## src/hdl/dps_pkg.sv

```systemverilog
// Shared types and constants for the deadline penalty scheduler.
package dps_pkg;
  localparam int MAX_JOBS_DEF = 32;
  localparam int DL_W = 6;
  localparam int PEN_W = 16;
  localparam int SUM_W = 21;
  localparam logic [SUM_W-1:0] SUM_MAX = '1;
  localparam logic KIND_TOTAL = 1'b0;
  localparam logic KIND_DAY = 1'b1;

  typedef struct packed {
    logic [DL_W-1:0] deadline;
    logic [PEN_W-1:0] penalty;
    logic last;
  } in_item_t;

  typedef struct packed {
    logic kind;
    logic [5:0] day;
    logic [5:0] job_id;
    logic [SUM_W-1:0] total_penalty;
    logic final_res;
  } out_item_t;

  // Per-cell job record: sort key and identity.
  typedef struct packed {
    logic vld;
    logic [DL_W-1:0] dl;
    logic [PEN_W-1:0] pen;
    logic [5:0] id;
  } job_t;

  // Command broadcast to every cell of the chain.
  typedef struct packed {
    logic ins;
    job_t job;
    logic shift;
    logic clr;
  } cell_cmd_t;
endpackage

```

## src/hdl/dps_cell.sv

```systemverilog
// One cell of the sorting chain: holds a job, inserts in order, shifts out.
module dps_cell (
  input  logic clk,
  input  logic rst_n,
  input  dps_pkg::cell_cmd_t cmd,
  input  dps_pkg::job_t prev_job,
  input  logic prev_goes,
  input  dps_pkg::job_t next_job,
  output dps_pkg::job_t job,
  output logic goes
);
  dps_pkg::job_t job_r, job_nxt;

  function automatic logic sorts_before(dps_pkg::job_t a, dps_pkg::job_t b);
    if (!b.vld) return 1'b1;
    if (a.dl != b.dl) return a.dl < b.dl;
    if (a.pen != b.pen) return a.pen > b.pen;
    return a.id < b.id;
  endfunction

  assign goes = sorts_before(cmd.job, job_r);

  always_comb begin
    job_nxt = job_r;
    if (cmd.clr) job_nxt.vld = 1'b0;
    else if (cmd.shift) job_nxt = next_job;
    else if (cmd.ins && goes) job_nxt = prev_goes ? prev_job : cmd.job;
  end

  always_ff @(posedge clk) begin
    if (!rst_n) job_r.vld <= 1'b0;
    else begin
      job_r <= job_nxt;
    end
  end

  assign job = job_r;
endmodule

```

## src/hdl/dps_chain.sv

```systemverilog
// Row of sorting cells ordered by deadline, penalty desc, id.
module dps_chain #(
  parameter int MAX_JOBS = dps_pkg::MAX_JOBS_DEF
) (
  input  logic clk,
  input  logic rst_n,
  input  dps_pkg::cell_cmd_t cmd,
  output dps_pkg::job_t head
);
  dps_pkg::job_t jobs [MAX_JOBS+1];
  logic goes [MAX_JOBS+1];

  assign goes[0] = 1'b0;
  assign jobs[0] = '0;

  for (genvar i = 1; i <= MAX_JOBS; i++) begin : g_cell
    dps_pkg::job_t nxt;
    if (i == MAX_JOBS) begin : g_end
      assign nxt = '0;
    end else begin : g_mid
      assign nxt = jobs[i+1];
    end
    dps_cell u_cell (
      .clk(clk), .rst_n(rst_n), .cmd(cmd),
      .prev_job(jobs[i-1]), .prev_goes(goes[i-1]),
      .next_job(nxt), .job(jobs[i]), .goes(goes[i])
    );
  end

  assign head = jobs[1];
endmodule

```

## config.mk

```make
export PLATFORM = sky130hd
export DESIGN_NAME = dps_chain
export DESIGN_NICKNAME = d
export VERILOG_FILES = /design/src/hdl/dps_pkg.sv /design/src/hdl/dps_cell.sv /design/src/hdl/dps_chain.sv
export SDC_FILE = /design/constraint.sdc
export NUM_CORES = 2
export LEC_CHECK = 0
export ABC_AREA = 0
export BUFFER_PORTS_ARGS = -buffer_cell sky130_fd_sc_hd__buf_4
export CORE_ASPECT_RATIO = 1.25
export CORE_MARGIN = 2
export CORE_UTILIZATION = 45
export CTS_BUF_LIST = sky130_fd_sc_hd__clkbuf_2 sky130_fd_sc_hd__clkbuf_4 sky130_fd_sc_hd__clkbuf_8
export CTS_CLUSTER_DIAMETER = 200
export CTS_CLUSTER_SIZE = 14
export DETAILED_ROUTE_END_ITERATION = 16
export PLACE_DENSITY = 0.63
export SKIP_CTS_REPAIR_TIMING = 1
export SYNTH_ARGS = -nofsm -noshare
export SYNTH_HDL_FRONTEND = slang
export SYNTH_SLANG_ARGS = --single-unit
```

## constraint.sdc

```tcl
create_clock -name clk -period 4.4 [get_ports clk]
set_input_delay 0.22 -clock clk [delete_from_list [all_inputs] [get_ports clk]]
set_output_delay 0.22 -clock clk [all_outputs]
set_load 0.05 [all_outputs]
```

==> metrics <==
Via Count=between 50000 and 60000; Worst-Skew Late Latency=between 800 and 900 ps; Psw=about 5.9 mW; DRT Wirelength=~220000 microns; CTS Root Cell=clkbuf_8; 1st-iter DRT viols=between 5000 and 6000; initial cell density of the core=0.4541; most common cell in the netlist=nand2_1; Avg Cell Area, Syn=9.541 sq um; ys flop type=edfxtp_1; Final setup viols=0; origin of the critical flop-to-flop path=g_cell[27].u_cell.job[13]$_DFFE_PP_; status=complete, no violations; die height=around 440 microns; share of layout cells above drive strength 1=0.07195; Period minus WS final=between 3000 and 4000 ps; Seq pwr share=0.543; IR drop worst, VDD=~200 uV; Least-Margin Pin Slew=1087 ps; worst r2r path cells=11; P_int=13.52 mW; Rows=160; RSZ-0062 raised after global routing=no; GP Congestion=around 0.92; required time of the worst setup path=~5000 ps; via density per instance=between 5 and 6; fin cells=9295; slowest stage delay, CP=between 500 and 600 ps; startpoint types=flop; Mapped Cells=between 7000 and 8000; Yosys reg bits=928; register area=about 28000 sq um; number of flops mapped to enable cells by yosys=between 800 and 900; PD cells=261.0 nW/um^2; TritonCTS clock tree=done; routed length per placed instance=between 20 and 25 microns; Pleak=between 30 and 40 nW; TritonCTS Buffers=between 70 and 80; Hold Crit Start=cmd[29]; DRC Markers=0; worst setup path class=reg -> reg; IO Port Bufs=62; Min Hold Slack=between 40 and 50 ps; htree depth=3; Worst path top cell family by delay=simple AND/OR/NAND/NOR gates; Post-DP HPWL=164400 microns; Commonest cells post-synth=nand2_1, o21ai_0, edfxtp_1, ha_1, inv_1; CTS clk-pin slew, worst paths=110 ps; Crit Path Max Fanout=22; Post-DRT Antenna Nets=0; Crit-path slowest cell=or4_1; Clock Skews=approximately 63 ps; switching part of the total=0.3048; library cell with the largest summed area after synthesis=edfxtp_1; I/O pin total=63; net total in the final layout=just over 8000; max_cap viols=0; grt ovf=0; die footprint=156900 sq um; origin of the worst setup path=g_cell[27].u_cell.job[13]$_DFFE_PP_; fillers=14200; Syn. warnings=0; ys async rst share=0; Final Hold Fails=0; clock sink count=between 900 and 1000; Max Root-Sink Buffers=3; Area contributors post-synth=edfxtp_1, ha_1, mux2i_1, o21ai_0, nand2_1; Slew Limit Headroom=0.2748; Worst Hold Class=in -> reg; die width=354.7 microns; Core Area=around 150000 sq um; Initial DRT Pass Iterations=8; Synth-to-Final Area Change=7.664%; setup TNS=0 ps; max FFs per register=between 900 and 1000; critical path cell sequence=inv_1 -> ha_1 -> nand2_1 -> or4_1 -> or4_1 -> o2111ai_1 -> nor3b_2 -> nand2b_2 -> a21oi_1 -> nor2_2 -> buf_12; crit share post-route=0.8425; register area share after synthesis=0.3982; largest net degree at the start of global routing=around 220; gr usage total=0.2769; vias in the first global route=about 55000; area of the multi-input gates=around 37000 sq um; synthesized area=69170 sq um; CP most frequent cell=or4_1; Yosys cell types=70; critical path depth=11; share of total power in combinational logic=0.185; fmax=~270 MHz; hold path depth=3; Pwr Total=19.44 mW; top cell type's share of synthesized area=0.3890; Clk pwr share=0.272; Critical Path End Type=flop; Mapped Nets=between 8000 and 9000; first-pass GRT wire length=approximately 340000 microns; Final Max Slew Viols=0; Cells after DPL=around 9200; initial antenna violation count=2; CP Buf/Inv Count=2; Worst Path Arrival=between 4000 and 5000 ps
-- kinds of logic after synthesis --
logic type                 Yosys count  synth area share
muxes                              840            0.1220
DFF                                928            0.3982
adders and majority gates          864            0.1563
buffers and inverters             1242           0.07103
and+or+nand+nor                   1588            0.1034
AOI/OAI and AO/OA                 1788            0.1491
-- final timing paths --
kind                                             to  slack [ps]
max              g_cell[27].u_cell.job[4]$_DFFE_PP_         690
min             g_cell[22].u_cell.job[27]$_DFFE_PP_          50
max reg2reg      g_cell[27].u_cell.job[4]$_DFFE_PP_         690
min reg2reg  g_cell[26].u_cell.job[28]$_SDFFE_PP0P_         500
-- layout by cell type (no fill, tap or decap), types with 96 or more instances in the layout --
master and n:
nand4_1 135, nor2_1 129, a21oi_1 349, nand2_1 943, a21o_1 112, ha_1 864, edfxtp_1 896, buf_4 263
nand2b_1 96, o21ai_0 902, mux2i_1 814, inv_1 818
-- final cells by class --
type | count | area share
Clock inverter | 1 | 0.0001512
Multi-Input combinational cell | 5080 | 0.4951
Inverter | 821 | 0.04140
Clock buffer | 122 | 0.01910
Tap cell | 2025 | 0.03402
Sequential cell | 928 | 0.3699
Antenna cell | 1 | 0.00003360
Timing Repair Buffer | 317 | 0.04029
-- worst register-to-register path, cell delays in order, from the launching register on --
cell       delay [ps]
edfxtp_1          490
inv_1              70
ha_1              290
nand2_1            80
or4_1             580
or4_1             550
o2111ai_1         150
nor3b_2           300
nand2b_2          190
a21oi_1            80
nor2_2            390
buf_12            240
-- power groups by stage --
stage	clock (mW)	combinational [mW]	sequential, mW
floorplan	0	2.23	10.6
global placement	0	3.41	10.7
detailed placement	0	3.55	10.7
CTS	5.38	3.56	10.5
global route	5.64	4.02	10.6
finish	5.28	3.60	10.6
-- metal layers --
metal | track usage | routed length (microns)
met5 | 0 | 13
met4 | 0.1379 | 11970
met3 | 0.02953 | 13150
met2 | 0.4605 | 104400
met1 | 0.3573 | 91790
-- through the flow --
step,worst slack [ps],utilization,area [sq um]
2_1_floorplan,87.32,-,69170
3_3_place_gp,371.3,0.4791,72990
3_5_place_dp,359.3,0.4791,72990
4_1_cts,664.4,0.4885,74420
5_1_grt,494.6,0.4889,74480
6_report,692.9,0.4889,74480
Note: power is estimated with default switching activity, not from simulation.
